**src/rtl/core/occupancy_grid_engine_core_defines.svh**
```systemverilog
// assertion macros for the occupancy grid engine
`ifndef OCCUPANCY_GRID_ENGINE_CORE_DEFINES_SVH
`define OCCUPANCY_GRID_ENGINE_CORE_DEFINES_SVH
`ifndef SYNTH
`define OGE_ASSERT_SAME(lbl, ante, cons) \
   lbl: assert property (@(posedge clock) disable iff (reset) (ante) |-> (cons)) \
      else $error("occupancy grid assertion failed");
`define OGE_ASSERT_NEXT(lbl, ante, cons) \
   lbl: assert property (@(posedge clock) disable iff (reset) (ante) |=> (cons)) \
      else $error("occupancy grid assertion failed");
`else
`define OGE_ASSERT_SAME(lbl, ante, cons)
`define OGE_ASSERT_NEXT(lbl, ante, cons)
`endif
`endif

```
**src/rtl/core/ogrid_pkg.sv**
```systemverilog
// shared constants and types of the occupancy grid engine
package ogrid_pkg;
   localparam int GRID_W_DEF  = 64;
   localparam int GRID_H_DEF  = 64;
   localparam int ID_BITS_DEF = 16;

   localparam logic [3:0] CMD_CLEAR   = 4'd0;
   localparam logic [3:0] CMD_ASSIGN  = 4'd1;
   localparam logic [3:0] CMD_POINT   = 4'd2;
   localparam logic [3:0] CMD_RECT    = 4'd3;
   localparam logic [3:0] CMD_LOOK_L  = 4'd4;
   localparam logic [3:0] CMD_LOOK_R  = 4'd5;
   localparam logic [3:0] CMD_LOOK_U  = 4'd6;
   localparam logic [3:0] CMD_LOOK_D  = 4'd7;
   localparam logic [3:0] CMD_SKIRT_L = 4'd8;
   localparam logic [3:0] CMD_SKIRT_R = 4'd9;
   localparam logic [3:0] CMD_SKIRT_U = 4'd10;
   localparam logic [3:0] CMD_SKIRT_D = 4'd11;

   localparam logic [1:0] DIR_L = 2'd0;
   localparam logic [1:0] DIR_R = 2'd1;
   localparam logic [1:0] DIR_U = 2'd2;
   localparam logic [1:0] DIR_D = 2'd3;

   localparam logic [1:0] PRB_CUR  = 2'd0;
   localparam logic [1:0] PRB_NEXT = 2'd1;
   localparam logic [1:0] PRB_NA   = 2'd2;
   localparam logic [1:0] PRB_NB   = 2'd3;

   typedef struct packed {
      logic       load;
      logic       rd_en;
      logic [1:0] probe_sel;
      logic       wr_sweep;
      logic       wr_cell;
      logic       row_next;
      logic       col_next;
      logic       step;
      logic       set_flag;
      logic       emit;
   } cmd_type;

   typedef struct packed {
      logic [3:0] code;
      logic       sweep_last;
      logic       reject;
      logic       row_ok;
      logic       col_ok;
      logic       rect_bad;
      logic       pt_inside;
      logic       look_bound;
      logic       before_lim;
      logic       free;
      logic       moved;
   } sts_type;
endpackage

```
**src/rtl/core/ogrid_ctrl.sv**
```systemverilog
// controller state machine of the occupancy grid engine
module ogrid_ctrl (
   input  logic              clock,
   input  logic              reset,
   input  logic              req_valid,
   output logic              req_ready,
   output logic              rsp_valid,
   input  logic              rsp_ready,
   input  ogrid_pkg::sts_type sts,
   output ogrid_pkg::cmd_type cmd
);
   import ogrid_pkg::*;

   localparam logic [3:0] ST_INIT    = 4'd0;
   localparam logic [3:0] ST_IDLE    = 4'd1;
   localparam logic [3:0] ST_DISP    = 4'd2;
   localparam logic [3:0] ST_WIPE    = 4'd3;
   localparam logic [3:0] ST_ASG     = 4'd4;
   localparam logic [3:0] ST_PT      = 4'd5;
   localparam logic [3:0] ST_RECT    = 4'd6;
   localparam logic [3:0] ST_RECT_WT = 4'd7;
   localparam logic [3:0] ST_LOOK    = 4'd8;
   localparam logic [3:0] ST_LOOK_WT = 4'd9;
   localparam logic [3:0] ST_SK      = 4'd10;
   localparam logic [3:0] ST_SK_N    = 4'd11;
   localparam logic [3:0] ST_SK_A    = 4'd12;
   localparam logic [3:0] ST_SK_B    = 4'd13;
   localparam logic [3:0] ST_DONE    = 4'd14;

   logic [3:0] state_ff, state_in;
   logic       rsp_valid_ff, rsp_valid_in;

   assign req_ready = (state_ff == ST_IDLE);
   assign rsp_valid = rsp_valid_ff;

   always_comb begin
      state_in     = state_ff;
      rsp_valid_in = rsp_valid_ff;
      cmd          = '0;
      if (rsp_valid_ff && rsp_ready) begin
         rsp_valid_in = 1'b0;
      end
      case (state_ff)
         ST_INIT: begin
            cmd.wr_sweep = 1'b1;
            if (sts.sweep_last) begin
               state_in = ST_IDLE;
            end
         end
         ST_IDLE: begin
            if (req_valid) begin
               cmd.load = 1'b1;
               state_in = ST_DISP;
            end
         end
         ST_DISP: begin
            case (sts.code)
               CMD_CLEAR: state_in = ST_WIPE;
               CMD_ASSIGN: state_in = sts.reject ? ST_DONE : ST_ASG;
               CMD_POINT: begin
                  if (sts.pt_inside) begin
                     cmd.rd_en     = 1'b1;
                     cmd.probe_sel = PRB_CUR;
                     state_in      = ST_PT;
                  end else begin
                     cmd.set_flag = 1'b1;
                     state_in     = ST_DONE;
                  end
               end
               CMD_RECT: state_in = sts.rect_bad ? ST_DONE : ST_RECT;
               CMD_LOOK_L, CMD_LOOK_R, CMD_LOOK_U, CMD_LOOK_D: state_in = ST_LOOK;
               CMD_SKIRT_L, CMD_SKIRT_R, CMD_SKIRT_U, CMD_SKIRT_D: state_in = ST_SK;
               default: state_in = ST_DONE;
            endcase
         end
         ST_WIPE: begin
            cmd.wr_sweep = 1'b1;
            if (sts.sweep_last) begin
               state_in = ST_DONE;
            end
         end
         ST_ASG: begin
            cmd.probe_sel = PRB_CUR;
            if (!sts.row_ok) begin
               state_in = ST_DONE;
            end else if (sts.col_ok) begin
               cmd.wr_cell  = 1'b1;
               cmd.col_next = 1'b1;
            end else begin
               cmd.row_next = 1'b1;
            end
         end
         ST_PT: begin
            cmd.set_flag = sts.free;
            state_in     = ST_DONE;
         end
         ST_RECT: begin
            cmd.probe_sel = PRB_CUR;
            if (!sts.row_ok) begin
               state_in = ST_DONE;
            end else if (sts.col_ok) begin
               cmd.rd_en = 1'b1;
               state_in  = ST_RECT_WT;
            end else begin
               cmd.row_next = 1'b1;
            end
         end
         ST_RECT_WT: begin
            if (!sts.free) begin
               cmd.set_flag = 1'b1;
               state_in     = ST_DONE;
            end else begin
               cmd.col_next = 1'b1;
               state_in     = ST_RECT;
            end
         end
         ST_LOOK: begin
            cmd.probe_sel = PRB_CUR;
            if (sts.look_bound) begin
               cmd.rd_en = 1'b1;
               state_in  = ST_LOOK_WT;
            end else begin
               state_in = ST_DONE;
            end
         end
         ST_LOOK_WT: begin
            if (sts.free) begin
               cmd.step = 1'b1;
               state_in = ST_LOOK;
            end else begin
               state_in = ST_DONE;
            end
         end
         ST_SK: begin
            cmd.probe_sel = PRB_NEXT;
            if (sts.before_lim) begin
               cmd.rd_en = 1'b1;
               state_in  = ST_SK_N;
            end else begin
               state_in = ST_DONE;
            end
         end
         ST_SK_N: begin
            cmd.probe_sel = PRB_NA;
            if (sts.free) begin
               cmd.rd_en = 1'b1;
               state_in  = ST_SK_A;
            end else begin
               state_in = ST_DONE;
            end
         end
         ST_SK_A: begin
            cmd.probe_sel = PRB_NB;
            if (sts.free) begin
               cmd.rd_en = 1'b1;
               state_in  = ST_SK_B;
            end else begin
               cmd.step = 1'b1;
               state_in = ST_SK;
            end
         end
         ST_SK_B: begin
            // fork ahead: one last step only after moving
            if (sts.free) begin
               cmd.step = sts.moved;
               state_in = ST_DONE;
            end else begin
               cmd.step = 1'b1;
               state_in = ST_SK;
            end
         end
         ST_DONE: begin
            if (!rsp_valid_ff || rsp_ready) begin
               cmd.emit     = 1'b1;
               rsp_valid_in = 1'b1;
               state_in     = ST_IDLE;
            end
         end
         default: state_in = ST_IDLE;
      endcase
   end

   always_ff @(posedge clock) begin
      if (reset) begin
         state_ff     <= ST_INIT;
         rsp_valid_ff <= 1'b0;
      end else begin
         state_ff     <= state_in;
         rsp_valid_ff <= rsp_valid_in;
      end
   end
endmodule

```
**config.mk**
```make
export PLATFORM = sky130hd
export DESIGN_NAME = ogrid_ctrl
export DESIGN_NICKNAME = d
export VERILOG_FILES = /design/src/rtl/core/occupancy_grid_engine_core_defines.svh /design/src/rtl/core/ogrid_pkg.sv /design/src/rtl/core/ogrid_ctrl.sv
export SDC_FILE = /design/constraint.sdc
export NUM_CORES = 1
export LEC_CHECK = 0
export BUFFER_PORTS_ARGS = -buffer_cell sky130_fd_sc_hd__buf_4
export CORE_MARGIN = 2
export CORE_UTILIZATION = 30
export CTS_CLUSTER_DIAMETER = 50
export CTS_CLUSTER_SIZE = 8
export DETAILED_ROUTE_END_ITERATION = 7
export HOLD_SLACK_MARGIN = 0.02
export PLACE_DENSITY = 0.61
export SYNTH_ARGS = -nofsm -noshare
export SYNTH_HDL_FRONTEND = slang
export SYNTH_SLANG_ARGS = --single-unit
```
**constraint.sdc**
```tcl
create_clock -name clock -period 1.5 [get_ports clock]
set_clock_uncertainty 0.15 [all_clocks]
set_input_delay 0.15 -clock clock [delete_from_list [all_inputs] [get_ports clock]]
set_output_delay 0.15 -clock clock [all_outputs]
set_load 0.02 [all_outputs]
```
## Yosys cells after proc, flatten, opt, wreduce, memory -nomap -nowiden

Cells that the tools add are included.

| cells by class | value |
|---|---|
| mux-type cells | 48 |
| reduce and logical (&&, ||, !) cells | 10 |
| equal/unequal tests | 31 |

Operators with widths:

| cell | count |
|---|---|
| $pmux 4 s15 | 1 |
| $eq 4x4->1 const B | 11 |
| $mux 4 | 11 |
| $eq 4x3->1 const B | 8 |
| $mux 3 | 8 |
| $pmux 4 s6 | 1 |
| $mux 1 | 20 |
| $eq 4x2->1 const B | 4 |
| $ne 2x2->1 const B | 5 |
| $eq 4x1->1 const B | 2 |
| $logic_not 4->1 | 2 |
| $pmux 2 s4 | 1 |
| $reduce_or 4->1 | 2 |
| $pmux 1 s3 | 2 |
| $reduce_and 6->1 | 1 |
| $pmux 1 s5 | 1 |
| $pmux 1 s2 | 2 |
| $reduce_or 2->1 | 2 |
| $ne 3x3->1 const B | 1 |
| $mux 2 | 1 |
| $logic_and 1x1->1 | 1 |
| $logic_not 1->1 | 1 |
| $logic_or 1x1->1 | 1 |

| word-level totals | value |
|---|---|
| word-level logic and storage cells | 91 |
| bits in registers | 5 |
| input port bits | 18 |

## Depth between registers and ports, before layout

| depth | value |
|---|---|
| depth after elaboration | 4 |
| depth in mapped cells | 7 |

## Worst setup path before layout

OpenSTA, ideal clock, no wires.

| timing | value |
|---|---|
| path type | reg-to-output |
| start | register state_ff[2] |
| end | output port cmd[9] (netlist bit) |
| data arrival time | 1.588 ns |
| path slack | -0.388 ns |
| cell stages (with the launch flop) | 6 |
| required time | 1.200 ns |
| path buffers | 1 |
| path through | dfxtp_1 > buf_2 > mux2_2 > nor2_1 > nand2_1 > o2111ai_1 |

RTL lines:

| element | line | text |
|---|---|---|
| from (decl) | ogrid_ctrl.sv:30 | `logic [3:0] state_ff, state_in;` |
| from (signal assigned) | ogrid_ctrl.sv:188 | `state_ff <= state_in;` |
| to (decl) | ogrid_ctrl.sv:10 | `output ogrid_pkg::cmd_type cmd` |

==> impl_metrics.xml <==
<?xml version="1.0" encoding="UTF-8"?>
<metrics>
  <group name="run_status">
    <metric name="run_status" unit="">finished, violations left</metric>
    <metric name="violated_checks" unit="">negative setup slack</metric>
  </group>
  <group name="sta">
    <metric name="layout_min_cycle_time" unit="ps">1820</metric>
    <metric name="maxSlewViolCount" unit="">0</metric>
    <metric name="max-slew-margin-rel" unit="%">76.0</metric>
    <metric name="fin_crit_sh" unit="%">121</metric>
    <metric name="grt_setup_unrepaired" unit="">true</metric>
    <metric name="setup_total_negative_slack" unit="ps">-3490</metric>
    <metric name="fmaxAchievable" unit="MHz">549</metric>
    <metric name="hold_viol_final" unit="">0</metric>
    <metric name="layout_setup_ws" unit="ps">-321</metric>
    <metric name="worst_slew_pin_slew" unit="ps">357</metric>
    <metric name="final-setup-viol-count" unit="">16</metric>
    <metric name="hold-worst-slack" unit="ps">164</metric>
  </group>
  <group name="synth">
    <metric name="number_of_synthesized_flops_with_an_enable_pin" unit="">0</metric>
    <metric name="ys.flop_type" unit="">sky130_fd_sc_hd__dfxtp_1</metric>
    <metric name="netlist.area_leader.share" unit="%">13.2</metric>
    <metric name="synth.avg_cell_area" unit="um^2">6.78</metric>
    <metric name="syn_nets" unit="">130</metric>
    <metric name="synth_async_sr_flop_share" unit="%">0</metric>
    <metric name="synthXorXnorAreaFrac" unit="%">2.31</metric>
    <metric name="synth.ff_latch_count" unit="">5</metric>
    <metric name="synth_seq_area_share" unit="%">13.2</metric>
    <metric name="synth.area.mux_share" unit="%">1.48</metric>
    <metric name="synth.yosys.warnings" unit="">0</metric>
    <metric name="netlist_area" unit="um^2">759</metric>
    <metric name="synth.lib_cells_used.distinct" unit="">42</metric>
    <metric name="synthCells" unit="">112</metric>
    <metric name="synth_area_in_compound_gates" unit="%">33.4</metric>
    <metric name="cell_taking_the_most_area_after_synthesis" unit="">sky130_fd_sc_hd__dfxtp_1</metric>
    <metric name="yosys.area_share.adder" unit="%">0</metric>
    <metric name="synth_simple_gate_area_share" unit="%">40.4</metric>
    <metric name="synth_top_family_by_area" unit="">simple AND/OR/NAND/NOR gates</metric>
    <metric name="netlist_top_cells_area" unit="">sky130_fd_sc_hd__dfxtp_1 (13%), sky130_fd_sc_hd__nand2_1 (6.4%), sky130_fd_sc_hd__a21oi_1 (5.9%)</metric>
  </group>
  <group name="final_layout">
    <metric name="num-nets-final" unit="">205</metric>
    <metric name="finalInstanceArea" unit="um^2">1620</metric>
    <metric name="area_growth_syn_to_layout" unit="%">113</metric>
    <metric name="antenna-diode-count" unit="">0</metric>
    <metric name="postLayoutCoreUtil" unit="%">66.5</metric>
    <metric name="drive_gt1_share" unit="%">64.5</metric>
  </group>
  <group name="worst_hold_path">
    <metric name="hold_path_depth" unit="">3</metric>
    <metric name="hp-class" unit="">in -&gt; reg</metric>
    <metric name="hold-path-endpoint" unit="">rsp_valid$_SDFF_PP0_</metric>
    <metric name="hold_path_startpoint" unit="">rsp_ready</metric>
  </group>
  <group name="setup_path">
    <metric name="r2r_cells" unit="">7</metric>
    <metric name="arrival" unit="ps">1520</metric>
    <metric name="ff2ff_setup_slack" unit="ps">-290</metric>
    <metric name="path_delay_family" unit="">simple AND/OR/NAND/NOR gates</metric>
    <metric name="rr_endpoint" unit="">state_ff[0]$_SDFFE_PP0P_</metric>
    <metric name="cp-end-kind" unit="">output pin</metric>
    <metric name="crit_path_max_fanout" unit="">5</metric>
    <metric name="timing.rr.start" unit="">state_ff[0]$_SDFFE_PP0P_</metric>
    <metric name="crit_path_start_kind" unit="">register</metric>
    <metric name="critical-path-max-stage-delay" unit="ps">360</metric>
    <metric name="crit_required" unit="ps">1200</metric>
    <metric name="crit_slowest_cell" unit="">sky130_fd_sc_hd__dfxtp_4</metric>
    <metric name="critPathKind" unit="">reg -&gt; out</metric>
    <metric name="cp_num_buf_inv" unit="">1</metric>
    <metric name="critical_path.cell_chain" unit="">or2_4, mux2_4, nor2_4, nand2_2, o2111ai_4, buf_6</metric>
  </group>
  <group name="floorplanning">
    <metric name="std_cell_rows" unit="">18</metric>
    <metric name="core" unit="um^2">2430</metric>
    <metric name="die_outline_height" unit="um">54.3</metric>
    <metric name="die-area" unit="um^2">2950</metric>
    <metric name="ioPinCount" unit="">31</metric>
    <metric name="initial_cell_density_of_the_core" unit="%">31.2</metric>
    <metric name="die_w" unit="um">54.3</metric>
  </group>
  <group name="global_route">
    <metric name="first_global_vias" unit="">1057</metric>
    <metric name="global_route.usage.total" unit="%">22.1</metric>
    <metric name="antenna_found_initial" unit="">0</metric>
    <metric name="grt_first_pass_wirelength" unit="um">4840</metric>
    <metric name="maximum_number_of_pins_on_one_net_before_global_route_repair" unit="">12</metric>
    <metric name="globalRouteOverflowTotal" unit="">0</metric>
  </group>
  <group name="power">
    <metric name="power_density" unit="nW/um^2">1290</metric>
    <metric name="max_ir_drop_vdd" unit="mV">0.940</metric>
    <metric name="cellLeakagePower" unit="nW">0.675</metric>
  </group>
  <group name="routing">
    <metric name="wire_per_inst" unit="um">14.1</metric>
    <metric name="drt_drc_violations_left" unit="">0</metric>
    <metric name="drt_pre_antenna_iters" unit="">4</metric>
    <metric name="finalWirelength" unit="um">3050</metric>
    <metric name="detailroute.via_count" unit="">1114</metric>
    <metric name="drt.antenna.violating_nets" unit="">0</metric>
    <metric name="avgViaCountPerCell" unit="">5.16</metric>
    <metric name="detailedRoute.firstIterationViolations" unit="">20</metric>
  </group>
  <group name="cts">
    <metric name="cts-buffers-inserted" unit="">3</metric>
    <metric name="clock_tree.htree_level_count" unit="">1</metric>
    <metric name="tritoncts_clock_tree" unit="">yes</metric>
    <metric name="clkSlewWorstSetupHoldPaths" unit="ps">40</metric>
    <metric name="clk_root_buffer_cell" unit="">sky130_fd_sc_hd__clkbuf_4</metric>
    <metric name="clk_latency" unit="ps">240</metric>
    <metric name="cts_max_path_buffers" unit="">2</metric>
    <metric name="cts_sinks" unit="">5</metric>
  </group>
  <group name="placed_design">
    <metric name="dp.final_hpwl" unit="um">2120</metric>
    <metric name="port-buffer-count" unit="">30</metric>
    <metric name="dpl-instance-area" unit="um^2">1250</metric>
    <metric name="place_worst_setup_slack" unit="ps">-269</metric>
    <metric name="place.gp.congestion" unit="">0.871</metric>
  </group>
  <group name="flow_run">
    <metric name="drv_cap" unit="">0</metric>
  </group>
</metrics>
[layer usage]
metal,global-route usage [%],wire length [um],vias up
li1,-,-,558
met5,0,0,-
met1,28.9,1380,520
met2,39.8,1540,32
met4,3.75,21,0
met3,1.64,99,4
[registers in the layout, summed over array words and instances, names as in the netlist]
name	count
rsp_valid	1
state_ff	4
[where the power goes]
group,switching (mW),internal [mW],total (mW)
Combinational,0.737,0.944,1.68
Sequential,0.0690,0.179,0.248
Clock,0.0548,0.101,0.155
Total,0.860,1.22,2.08
[placed cells by master, fill, tap and decap left out, drive strengths merged, types with 3 or more instances in the layout]
master	instances
dfxtp	5
and3	3
inv	6
a21oi	11
nand3	7
nor2	8
nand3b	3
buf	76
nor3	3
o21ai	9
nand2	13
clkbuf	4
nand2b	7
[cells by family (layout without fill, tap and decap cells)]
logic type,count (synthesis),count (layout)
muxes,1,1
DFF,5,5
and+or+nand+nor,54,54
xor gates and xnor gates,2,2
buffers and inverters,14,88
AOI/OAI and AO/OA,36,36
[area by class of cell]
type	instances	area, um^2
fill	204	815
multi-input combinational	93	772
timing repair buffer	77	641
sequential	5	111
tap	30	37.5
inverter	7	30.0
clock buffer	4	26.3
[synth_stat cells, types with 3 or more instances]
cell type and instances:
sky130_fd_sc_hd__nand2_1 13, sky130_fd_sc_hd__inv_1 7, sky130_fd_sc_hd__nand2b_1 7, sky130_fd_sc_hd__dfxtp_1 5, sky130_fd_sc_hd__nand3b_1 3, sky130_fd_sc_hd__o21ai_1 4
sky130_fd_sc_hd__o21ai_0 5, sky130_fd_sc_hd__and3_1 3, sky130_fd_sc_hd__a21oi_1 9, sky130_fd_sc_hd__nand3_1 7, sky130_fd_sc_hd__nor3_1 3, sky130_fd_sc_hd__nor2_1 8
[worst register-to-register path, cell delays in order (launching register included)]
cell	delay, ps
sky130_fd_sc_hd__dfxtp_4	370
sky130_fd_sc_hd__buf_4	140
sky130_fd_sc_hd__buf_4	150
sky130_fd_sc_hd__nand3b_1	100
sky130_fd_sc_hd__a211oi_2	90
sky130_fd_sc_hd__nor4_4	390
sky130_fd_sc_hd__buf_4	180
sky130_fd_sc_hd__a41oi_2	90
[how the worst max path moves through the flow]
| stage | startpoint | slack [ps] | depth (start not counted) | to |
|---|---|---|---|---|
| floorplan | state_ff[0]$_SDFFE_PP0P_ | -130 | 6 | cmd[9] |
| global placement | state_ff[1]$_SDFFE_PP0P_ | -200 | 6 | state_ff[2]$_SDFFE_PP0P_ |
| detailed placement | state_ff[0]$_SDFFE_PP0P_ | -270 | 6 | cmd[9] |
| CTS | state_ff[0]$_SDFFE_PP0P_ | -330 | 6 | cmd[1] |
| global route | state_ff[1]$_SDFFE_PP0P_ | -360 | 6 | cmd[9] |
| finish | state_ff[1]$_SDFFE_PP0P_ | -320 | 6 | cmd[9] |
[metrics by stage]
| step | std cells | power, mW |
|---|---|---|
| after global routing | 216 | 2.20 |
| after detailed placement | 193 | 1.38 |
| after floorplan | 112 | 0.921 |
| final | 216 | 2.08 |
| after global placement | 193 | 1.37 |
| after CTS | 213 | 1.95 |
[repair_timing]
item                                    4_1_cts  5_1_grt
pin swaps                                    19        7
setup buffers                                15        3
resized for setup                            45        6
endpoints found under the setup margin       16       17
hold endpoints to repair                      4        0
hold buffers                                  1        0
Note: power is estimated with default switching activity, not from simulation.
